--- src/hsl2rgb_pkg.sv ---
// ----------------------------------------------------------------------------
// HSL to RGB package
// Payload types, pipeline control bundle and arithmetic constants shared by
// the converter top level and its per-channel ramp unit.
// ----------------------------------------------------------------------------
package hsl2rgb_pkg;

	localparam int unsigned HueW     = 10;
	localparam int unsigned AngleW   = 9;
	localparam int unsigned PctW     = 7;
	localparam int unsigned LevelW   = 8;
	// intermediates on a scale of 10000
	localparam int unsigned MixW     = 14;
	// ramp on a scale of 600000
	localparam int unsigned RampW    = 20;
	// ramp * 17, so that ramp * 255 / 600000 == (ramp * 17) / 40000
	localparam int unsigned ScaledW  = 24;
	localparam int unsigned RecipW   = 17;
	localparam int unsigned ProdW    = ScaledW + RecipW;
	localparam int unsigned RecipSh  = 32;

	localparam logic [PctW-1:0]     PercentMax = 7'd100;
	localparam logic [PctW-1:0]     LigHalf    = 7'd50;
	localparam logic [HueW-1:0]     Turn       = 10'd360;
	localparam logic [HueW-1:0]     TwoTurns   = 10'd720;
	localparam logic [AngleW-1:0]   Deg60      = 9'd60;
	localparam logic [AngleW-1:0]   Deg120     = 9'd120;
	localparam logic [AngleW-1:0]   Deg180     = 9'd180;
	localparam logic [AngleW-1:0]   Deg240     = 9'd240;
	localparam logic [MixW-1:0]     MixFull    = 14'd10000;
	// floor(2^32 / 40000): estimate is exact or one low over the scaled range
	localparam logic [RecipW-1:0]   RecipMul   = 17'd107374;
	localparam logic [ScaledW-1:0]  Divisor    = 24'd40000;

	typedef struct packed {
		logic [HueW-1:0] hue_degrees;
		logic [PctW-1:0] saturation_percent;
		logic [PctW-1:0] lightness_percent;
	} hsl_in_t;

	typedef struct packed {
		logic [LevelW-1:0] red_level;
		logic [LevelW-1:0] green_level;
		logic [LevelW-1:0] blue_level;
	} rgb_out_t;

	// load enables for the stages held inside each channel unit
	typedef struct packed {
		logic s3;
		logic s4;
		logic s5;
	} stage_en_t;

endpackage

--- src/hsl2rgb_chan.sv ---
// ----------------------------------------------------------------------------
// HSL to RGB channel unit
// Evaluates the four-piece hue ramp for one channel and scales it to an
// 8-bit level: ramp (stage 3), reciprocal estimate (stage 4), correction
// (stage 5).
// ----------------------------------------------------------------------------
module hsl2rgb_chan (
	input  logic                              clk,
	input  hsl2rgb_pkg::stage_en_t            en,
	input  logic [hsl2rgb_pkg::AngleW-1:0]    angle,
	input  logic [hsl2rgb_pkg::MixW-1:0]      low,
	input  logic [hsl2rgb_pkg::MixW-1:0]      high,
	output logic [hsl2rgb_pkg::LevelW-1:0]    level
);

	logic [hsl2rgb_pkg::RampW-1:0]   ramp_s3;
	logic [hsl2rgb_pkg::ScaledW-1:0] scaled_s4;
	logic [hsl2rgb_pkg::LevelW-1:0]  est_s4;
	logic [hsl2rgb_pkg::LevelW-1:0]  level_s5;

	logic [hsl2rgb_pkg::RampW:0]     ramp_sum;
	logic [hsl2rgb_pkg::ScaledW-1:0] scaled;
	logic [hsl2rgb_pkg::ProdW-1:0]   prod;
	logic [hsl2rgb_pkg::ScaledW-1:0] back;
	logic [hsl2rgb_pkg::ScaledW-1:0] rem;
	logic [hsl2rgb_pkg::LevelW-1:0]  level_d;

	always_comb begin
		logic [hsl2rgb_pkg::MixW-1:0]   span;
		logic [5:0]                     slope;
		logic [hsl2rgb_pkg::AngleW-1:0] fall;
		span  = high - low;
		fall  = hsl2rgb_pkg::Deg240 - angle;
		slope = 6'd0;
		if (angle < hsl2rgb_pkg::Deg60) begin
			slope = angle[5:0];
		end else if (angle >= hsl2rgb_pkg::Deg180 && angle < hsl2rgb_pkg::Deg240) begin
			slope = fall[5:0];
		end
		// flat top between 60 and 180 degrees
		if (angle >= hsl2rgb_pkg::Deg60 && angle < hsl2rgb_pkg::Deg180) begin
			ramp_sum = 21'(high * 6'd60);
		end else begin
			ramp_sum = 21'(low * 6'd60) + 21'(span * slope);
		end
	end

	// ramp * 255 / 600000 == ramp * 17 / 40000
	assign scaled = 24'({ramp_s3, 4'b0000}) + 24'(ramp_s3);
	assign prod   = scaled * hsl2rgb_pkg::RecipMul;

	assign back    = 24'(est_s4 * hsl2rgb_pkg::Divisor);
	assign rem     = scaled_s4 - back;
	// estimate is at most one short
	assign level_d = (rem >= hsl2rgb_pkg::Divisor) ? est_s4 + 8'd1 : est_s4;

	always_ff @(posedge clk) begin
		if (en.s3) begin
			ramp_s3 <= ramp_sum[hsl2rgb_pkg::RampW-1:0];
		end
		if (en.s4) begin
			scaled_s4 <= scaled;
			est_s4    <= prod[hsl2rgb_pkg::RecipSh +: hsl2rgb_pkg::LevelW];
		end
		if (en.s5) begin
			level_s5 <= level_d;
		end
	end

	assign level = level_s5;

endmodule

--- src/hsl_to_rgb_converter.sv ---
// ----------------------------------------------------------------------------
// HSL to RGB converter
// Five register stages: out_valid is the stage 5 valid bit, and a request
// moves through the valid bits v1_q to v5_q in stage order.
// Throughput one request per cycle; each stage stalls only when full and
// blocked downstream, so bubbles are absorbed. Reset clears the stage valid
// bits only; data registers are not reset.
// ----------------------------------------------------------------------------
module hsl_to_rgb_converter (
	input  logic                 clk,
	input  logic                 arst_n,
	input  logic                 in_valid,
	output logic                 in_ready,
	input  hsl2rgb_pkg::hsl_in_t in_data,
	output logic                 out_valid,
	input  logic                 out_ready,
	output hsl2rgb_pkg::rgb_out_t out_data
);

	logic v1_q, v2_q, v3_q, v4_q, v5_q;
	logic en1, en2, en3, en4, en5;
	hsl2rgb_pkg::stage_en_t chan_en;

	logic [hsl2rgb_pkg::AngleW-1:0] hue_s1;
	logic [hsl2rgb_pkg::PctW-1:0]   sat_s1;
	logic [hsl2rgb_pkg::PctW-1:0]   lig_s1;

	logic [hsl2rgb_pkg::AngleW-1:0] hue_s2;
	logic [hsl2rgb_pkg::AngleW-1:0] red_s2;
	logic [hsl2rgb_pkg::AngleW-1:0] blue_s2;
	logic [hsl2rgb_pkg::MixW-1:0]   high_s2;
	logic [hsl2rgb_pkg::MixW-1:0]   low_s2;

	logic [hsl2rgb_pkg::HueW-1:0]   hue_wrap;
	logic [hsl2rgb_pkg::PctW-1:0]   sat_clip;
	logic [hsl2rgb_pkg::PctW-1:0]   lig_clip;
	logic [hsl2rgb_pkg::AngleW-1:0] red_d;
	logic [hsl2rgb_pkg::AngleW-1:0] blue_d;
	logic [hsl2rgb_pkg::MixW-1:0]   high_d;
	logic [hsl2rgb_pkg::MixW-1:0]   low_d;

	// a stage loads when empty or when the next one loads
	assign en5 = !v5_q || out_ready;
	assign en4 = !v4_q || en5;
	assign en3 = !v3_q || en4;
	assign en2 = !v2_q || en3;
	assign en1 = !v1_q || en2;
	assign in_ready = en1;
	assign chan_en  = '{s3: en3, s4: en4, s5: en5};

	always_ff @(posedge clk or negedge arst_n) begin
		if (!arst_n) begin
			v1_q <= 1'b0;
			v2_q <= 1'b0;
			v3_q <= 1'b0;
			v4_q <= 1'b0;
			v5_q <= 1'b0;
		end else begin
			if (en1) v1_q <= in_valid;
			if (en2) v2_q <= v1_q;
			if (en3) v3_q <= v2_q;
			if (en4) v4_q <= v3_q;
			if (en5) v5_q <= v4_q;
		end
	end

	// stage 1: wrap hue, clamp percentages
	always_comb begin
		if (in_data.hue_degrees >= hsl2rgb_pkg::TwoTurns) begin
			hue_wrap = in_data.hue_degrees - hsl2rgb_pkg::TwoTurns;
		end else if (in_data.hue_degrees >= hsl2rgb_pkg::Turn) begin
			hue_wrap = in_data.hue_degrees - hsl2rgb_pkg::Turn;
		end else begin
			hue_wrap = in_data.hue_degrees;
		end
		sat_clip = (in_data.saturation_percent > hsl2rgb_pkg::PercentMax) ?
			hsl2rgb_pkg::PercentMax : in_data.saturation_percent;
		lig_clip = (in_data.lightness_percent > hsl2rgb_pkg::PercentMax) ?
			hsl2rgb_pkg::PercentMax : in_data.lightness_percent;
	end

	// stage 2: intermediate levels and shifted angles; zero saturation
	// falls out as a flat ramp at 100*L, so no grey bypass is needed
	always_comb begin
		logic [hsl2rgb_pkg::MixW-1:0] ls;
		logic [14:0]                  l100;
		logic [14:0]                  s100;
		logic [14:0]                  hi_sum;
		logic [14:0]                  l200;
		ls     = 14'(lig_s1 * sat_s1);
		l100   = 15'(lig_s1 * 7'd100);
		s100   = 15'(sat_s1 * 7'd100);
		l200   = 15'(lig_s1 * 8'd200);
		if (lig_s1 < hsl2rgb_pkg::LigHalf) begin
			hi_sum = l100 + 15'(ls);
		end else begin
			hi_sum = l100 + s100 - 15'(ls);
		end
		high_d = hi_sum[hsl2rgb_pkg::MixW-1:0];
		low_d  = 14'(l200 - hi_sum);
		red_d  = (hue_s1 < hsl2rgb_pkg::Deg240) ? hue_s1 + hsl2rgb_pkg::Deg120 :
			hue_s1 - hsl2rgb_pkg::Deg240;
		blue_d = (hue_s1 >= hsl2rgb_pkg::Deg120) ? hue_s1 - hsl2rgb_pkg::Deg120 :
			hue_s1 + hsl2rgb_pkg::Deg240;
	end

	always_ff @(posedge clk) begin
		if (en1) begin
			hue_s1 <= hue_wrap[hsl2rgb_pkg::AngleW-1:0];
			sat_s1 <= sat_clip;
			lig_s1 <= lig_clip;
		end
		if (en2) begin
			hue_s2  <= hue_s1;
			red_s2  <= red_d;
			blue_s2 <= blue_d;
			high_s2 <= high_d;
			low_s2  <= low_d;
		end
	end

	hsl2rgb_chan u_red (
		.clk   (clk),
		.en    (chan_en),
		.angle (red_s2),
		.low   (low_s2),
		.high  (high_s2),
		.level (out_data.red_level)
	);

	hsl2rgb_chan u_green (
		.clk   (clk),
		.en    (chan_en),
		.angle (hue_s2),
		.low   (low_s2),
		.high  (high_s2),
		.level (out_data.green_level)
	);

	hsl2rgb_chan u_blue (
		.clk   (clk),
		.en    (chan_en),
		.angle (blue_s2),
		.low   (low_s2),
		.high  (high_s2),
		.level (out_data.blue_level)
	);

	assign out_valid = v5_q;

	a_empty_ready: assert property (@(posedge clk) disable iff (!arst_n)
		!v1_q |-> in_ready)
		else $error("input stalled with stage 1 empty");

	a_hue_wrapped: assert property (@(posedge clk) disable iff (!arst_n)
		v1_q |-> (hue_s1 < 9'd360 && sat_s1 <= hsl2rgb_pkg::PercentMax &&
			lig_s1 <= hsl2rgb_pkg::PercentMax))
		else $error("stage 1 hue or percent out of range");

	a_mix_order: assert property (@(posedge clk) disable iff (!arst_n)
		v2_q |-> (low_s2 <= high_s2 && high_s2 <= hsl2rgb_pkg::MixFull))
		else $error("intermediate levels out of order");

	a_red_shift: assert property (@(posedge clk) disable iff (!arst_n)
		v2_q |-> (red_s2 < 9'd360 && blue_s2 < 9'd360 &&
			(10'(red_s2) == 10'(hue_s2) + 10'd120 || 10'(red_s2) + 10'd240 == 10'(hue_s2))))
		else $error("channel angle offset wrong");

	a_stall_hold: assert property (@(posedge clk) disable iff (!arst_n)
		(v4_q && v5_q && !out_ready) |=> v4_q)
		else $error("stage 4 dropped while blocked");

endmodule
--- config.mk ---
export PLATFORM = sky130hd
export DESIGN_NAME = hsl_to_rgb_converter
export DESIGN_NICKNAME = d
export VERILOG_FILES = /design/src/hsl2rgb_pkg.sv /design/src/hsl2rgb_chan.sv /design/src/hsl_to_rgb_converter.sv
export SDC_FILE = /design/constraint.sdc
export NUM_CORES = 2
export LEC_CHECK = 0
export BUFFER_PORTS_ARGS = -buffer_cell sky130_fd_sc_hd__buf_2
export CORE_MARGIN = 8
export CORE_UTILIZATION = 55
export DETAILED_ROUTE_END_ITERATION = 7
export GPL_TIMING_DRIVEN = 0
export PLACE_DENSITY_LB_ADDON = 0.3
export SKIP_LAST_GASP = 1
export SLEW_MARGIN = 30
export SYNTH_ARGS = -nofsm -noshare
export SYNTH_HDL_FRONTEND = slang
export SYNTH_SLANG_ARGS = --single-unit
--- constraint.sdc ---
create_clock -name clk -period 8.1 [get_ports clk]
set_input_delay 1.215 -clock clk [delete_from_list [all_inputs] [get_ports clk]]
set_output_delay 1.215 -clock clk [all_outputs]
set_load 0.005 [all_outputs]
==> impl_metrics.py <==
metrics = {
    "run": {
        "drv_cap": 0,
    },
    "route": {
        "num_vias": 36700,
        "vias_per_cell": 5.43,
        "final_antenna_net_count": 0,
        "drc_errors": 0,
        "wl_per_cell_um": 17.2,
        "firstDrtPassIters": 5,
        "first_iter_violations": 2039,
        "drt_wl_total_mm": 116,
    },
    "synthesis": {
        "synth_compound_area_frac": 0.0914,
        "yosysMostFrequentCell": "inv_1",
        "synth_edf_count": 230,
        "synthXorXnorAreaFrac": 0.0586,
        "yosysUniqueCellTypes": 91,
        "synth_top_family_by_area": "adder cells",
        "synth_area_leaders": "fa_1 30%, ha_1 22%, edfxtp_1 13%, inv_1 8.7%, xnor2_1 3.8%",
        "synth_top_area_frac": 0.300,
        "async_reset_ff_frac": 0.0213,
        "yosysSeqAreaShare": 0.137,
        "synth_cells": 5272,
        "syn_area_per_cell_sq_um": 9.72,
        "synth.mux.area_fraction": 0.00613,
        "synth_common_cells": "1189 x inv_1, 900 x ha_1, 767 x fa_1",
        "synth_flop_cell": "edfxtp_1",
        "syn_area_sq_mm": 0.0513,
        "yosys.area.top_type": "fa_1",
        "yosys.area_share.simple": 0.0962,
        "synth_seq_cells": 235,
        "yosysWarnings": 0,
        "synthAdderAreaFrac": 0.519,
    },
    "die": {
        "die_w_um": 321,
        "dieHeight_um": 321,
        "dieArea_sq_mm": 0.103,
        "row_count": 112,
        "start_util": 0.552,
        "num_io_pins": 54,
        "coreArea_sq_mm": 0.0929,
    },
    "critical_path": {
        "cpLargestDelayFamily": "adder cells",
        "reg2reg_slack_ps": 110,
        "worst_r2r_endpoint": "u_blue.est_s4[6]$_DFFE_PP_",
        "worstSetupEndpointType": "register",
        "crit_fanout": 6,
        "worstRegToRegCells": 31,
        "required_ps": 8510,
        "cp-start-kind": "register",
        "reg2reg_from": "u_blue.ramp_s3[1]$_SDFFCE_PP0P_",
        "cpPeakStageDelay_ps": 570,
        "crit_slowest_cell": "fa_1",
        "crit_arrival_ps": 8400,
        "cp_common_cell": "fa_1",
        "criticalPathCategory": "reg -> reg",
        "cp_num_buf_inv": 5,
    },
    "clock_network": {
        "clk_latency_ps": 650,
        "clock_path_buffers": 3,
        "cts_sinks": 235,
        "cts_hold_buf": 0,
        "numCtsBuffers": 30,
        "cts_tree": "done",
        "path_clk_slew_ps": 60,
        "h-tree-depth": 1,
        "root_buffer": "clkbuf_16",
    },
    "timing": {
        "final_hold_viol_count": 0,
        "finalSetupViolCount": 0,
        "rsz0062_at_grt": "yes",
        "max-slew-margin-rel": 0.330,
        "fin_crit_sh": 0.987,
        "slew_violations": 0,
        "finClkSkew_ps": 38.9,
        "period_needed_ps": 7990,
        "fmax_mhz": 125,
        "timing.hold.ws_ps": 402,
        "tightestPinTransition_ps": 998,
    },
    "global_route": {
        "grt_first_pass_wirelength_mm": 191,
        "grt_pass1_vias": 37800,
        "track_usage": 0.226,
        "gr-total-overflow": 0,
        "antenna_found_initial": 0,
        "grt_max_degree": 50,
    },
    "final_layout": {
        "antenna_cells": 0,
        "final_cells": 6747,
        "multiInputGateArea_sq_mm": 0.0409,
        "layout.area.seq_sq_mm": 0.00703,
        "fillCellCount": 7671,
        "drive_gt1_frac": 0.0814,
        "area_delta_synth_final_pct": 9.83,
        "nets": 7164,
    },
    "placement": {
        "dpl.hpwl_mm": 97.6,
        "numPortBuffers": 51,
        "globalplace.congestion": 0.933,
        "post-place-cells": 6599,
    },
    "worst_hold_path": {
        "hp-class": "in -> async",
    },
    "status": {
        "status": "finished, final reports clean",
    },
}
cells by family after synthesis:
kind of cell	count (synthesis)
buffers and inverters	1241
other	2
AND/OR/NAND/NOR	1037
flip-flops	235
XOR/XNOR	335
adder cells (fa/ha/maj)	1668
AO/OA/AOI/OAI	725
multiplexers	29
repair_timing:
action,4_1_cts,5_1_grt
cloned,0,0
setup endpoints to repair,28,31
setup buffers,26,69
pin swaps,22,105
gates resized for setup,76,145
cell usage in the layout (no fill, tap or decap), types with 98 or more instances in the layout:
cell         n
a21oi_1    200
inv_1     1179
nand2_1    291
xnor2_1    204
o21ai_0    111
ha_1       875
buf_4       98
edfxtp_1   230
fa_1       760
nor2_1     260
registers in the layout (all words and copies together), names as in the netlist, 7 cells and up:
signal and cells:
u_blue.ramp_s3 19, u_green.ramp_s3 19, u_red.ramp_s3 19, u_blue.scaled_s4 18, u_green.scaled_s4 18, u_red.scaled_s4 18, high_s2 14, low_s2 13
hue_s1 9, hue_s2 9, u_blue.est_s4 8, u_blue.level 8, u_green.est_s4 8, u_green.level 8, u_red.est_s4 8, u_red.level 8
lig_s1 7, sat_s1 7
worst reg2reg max path, delay by kind of cell, from the launching register on:
kind	cells	cell delay [ps]
buffers and inverters	5	580
XOR/XNOR	2	270
AND/OR/NAND/NOR	2	330
flip-flops	1	430
AO/OA/AOI/OAI	14	2920
adder cells (fa/ha/maj)	8	3280
how the worst max path moves through the flow:
stage	start	to	slack [ps]	cells after the start
finish	u_blue.ramp_s3[1]$_SDFFCE_PP0P_	u_blue.est_s4[6]$_DFFE_PP_	110	31
global route	u_blue.ramp_s3[1]$_SDFFCE_PP0P_	u_blue.est_s4[7]$_DFFE_PP_	-180	31
CTS	high_s2[2]$_DFFE_PP_	u_green.ramp_s3[19]$_DFFE_PP_	0.9	28
detailed placement	u_blue.ramp_s3[1]$_SDFFCE_PP0P_	u_blue.est_s4[7]$_DFFE_PP_	-980	30
global placement	u_blue.ramp_s3[1]$_SDFFCE_PP0P_	u_blue.est_s4[7]$_DFFE_PP_	-820	30
floorplan	u_blue.ramp_s3[2]$_DFFE_PP_	u_blue.est_s4[7]$_DFFE_PP_	490	31
per-layer routing:
metal  vias up  wire length [um]  track usage
li1      17600                 -            -
met1     17900             50500        0.307
met2       957             55300        0.383
met3       219              6650       0.0262
met4         0              3850       0.0645
met5         -                 0            0
final cells by class:
cell class	instances	share of cell area
multi-input cells	3812	0.726
flip-flops and latches	235	0.125
clock inverters	24	0.00611
repair buffers	151	0.0187
well taps	1254	0.0279
inverters	1193	0.0795
plain buffers	46	0.00349
clock buffers	32	0.0135
per-stage QoR:
stage | area [sq um] | TNS [ps] | utilization | setup slack (ps)
5_1_grt | 56300 | -1170 | 0.606 | -176
3_5_place_dp | 53300 | -15160 | 0.573 | -976
2_1_floorplan | 51300 | 0 | - | 490
6_report | 56300 | 0 | 0.606 | 108
4_1_cts | 55000 | 0 | 0.593 | 0.925
3_3_place_gp | 53100 | -13140 | 0.572 | -824
Power is not shown: default switching activity piles up to over one toggle a cycle in this logic, so the estimate is an artifact.
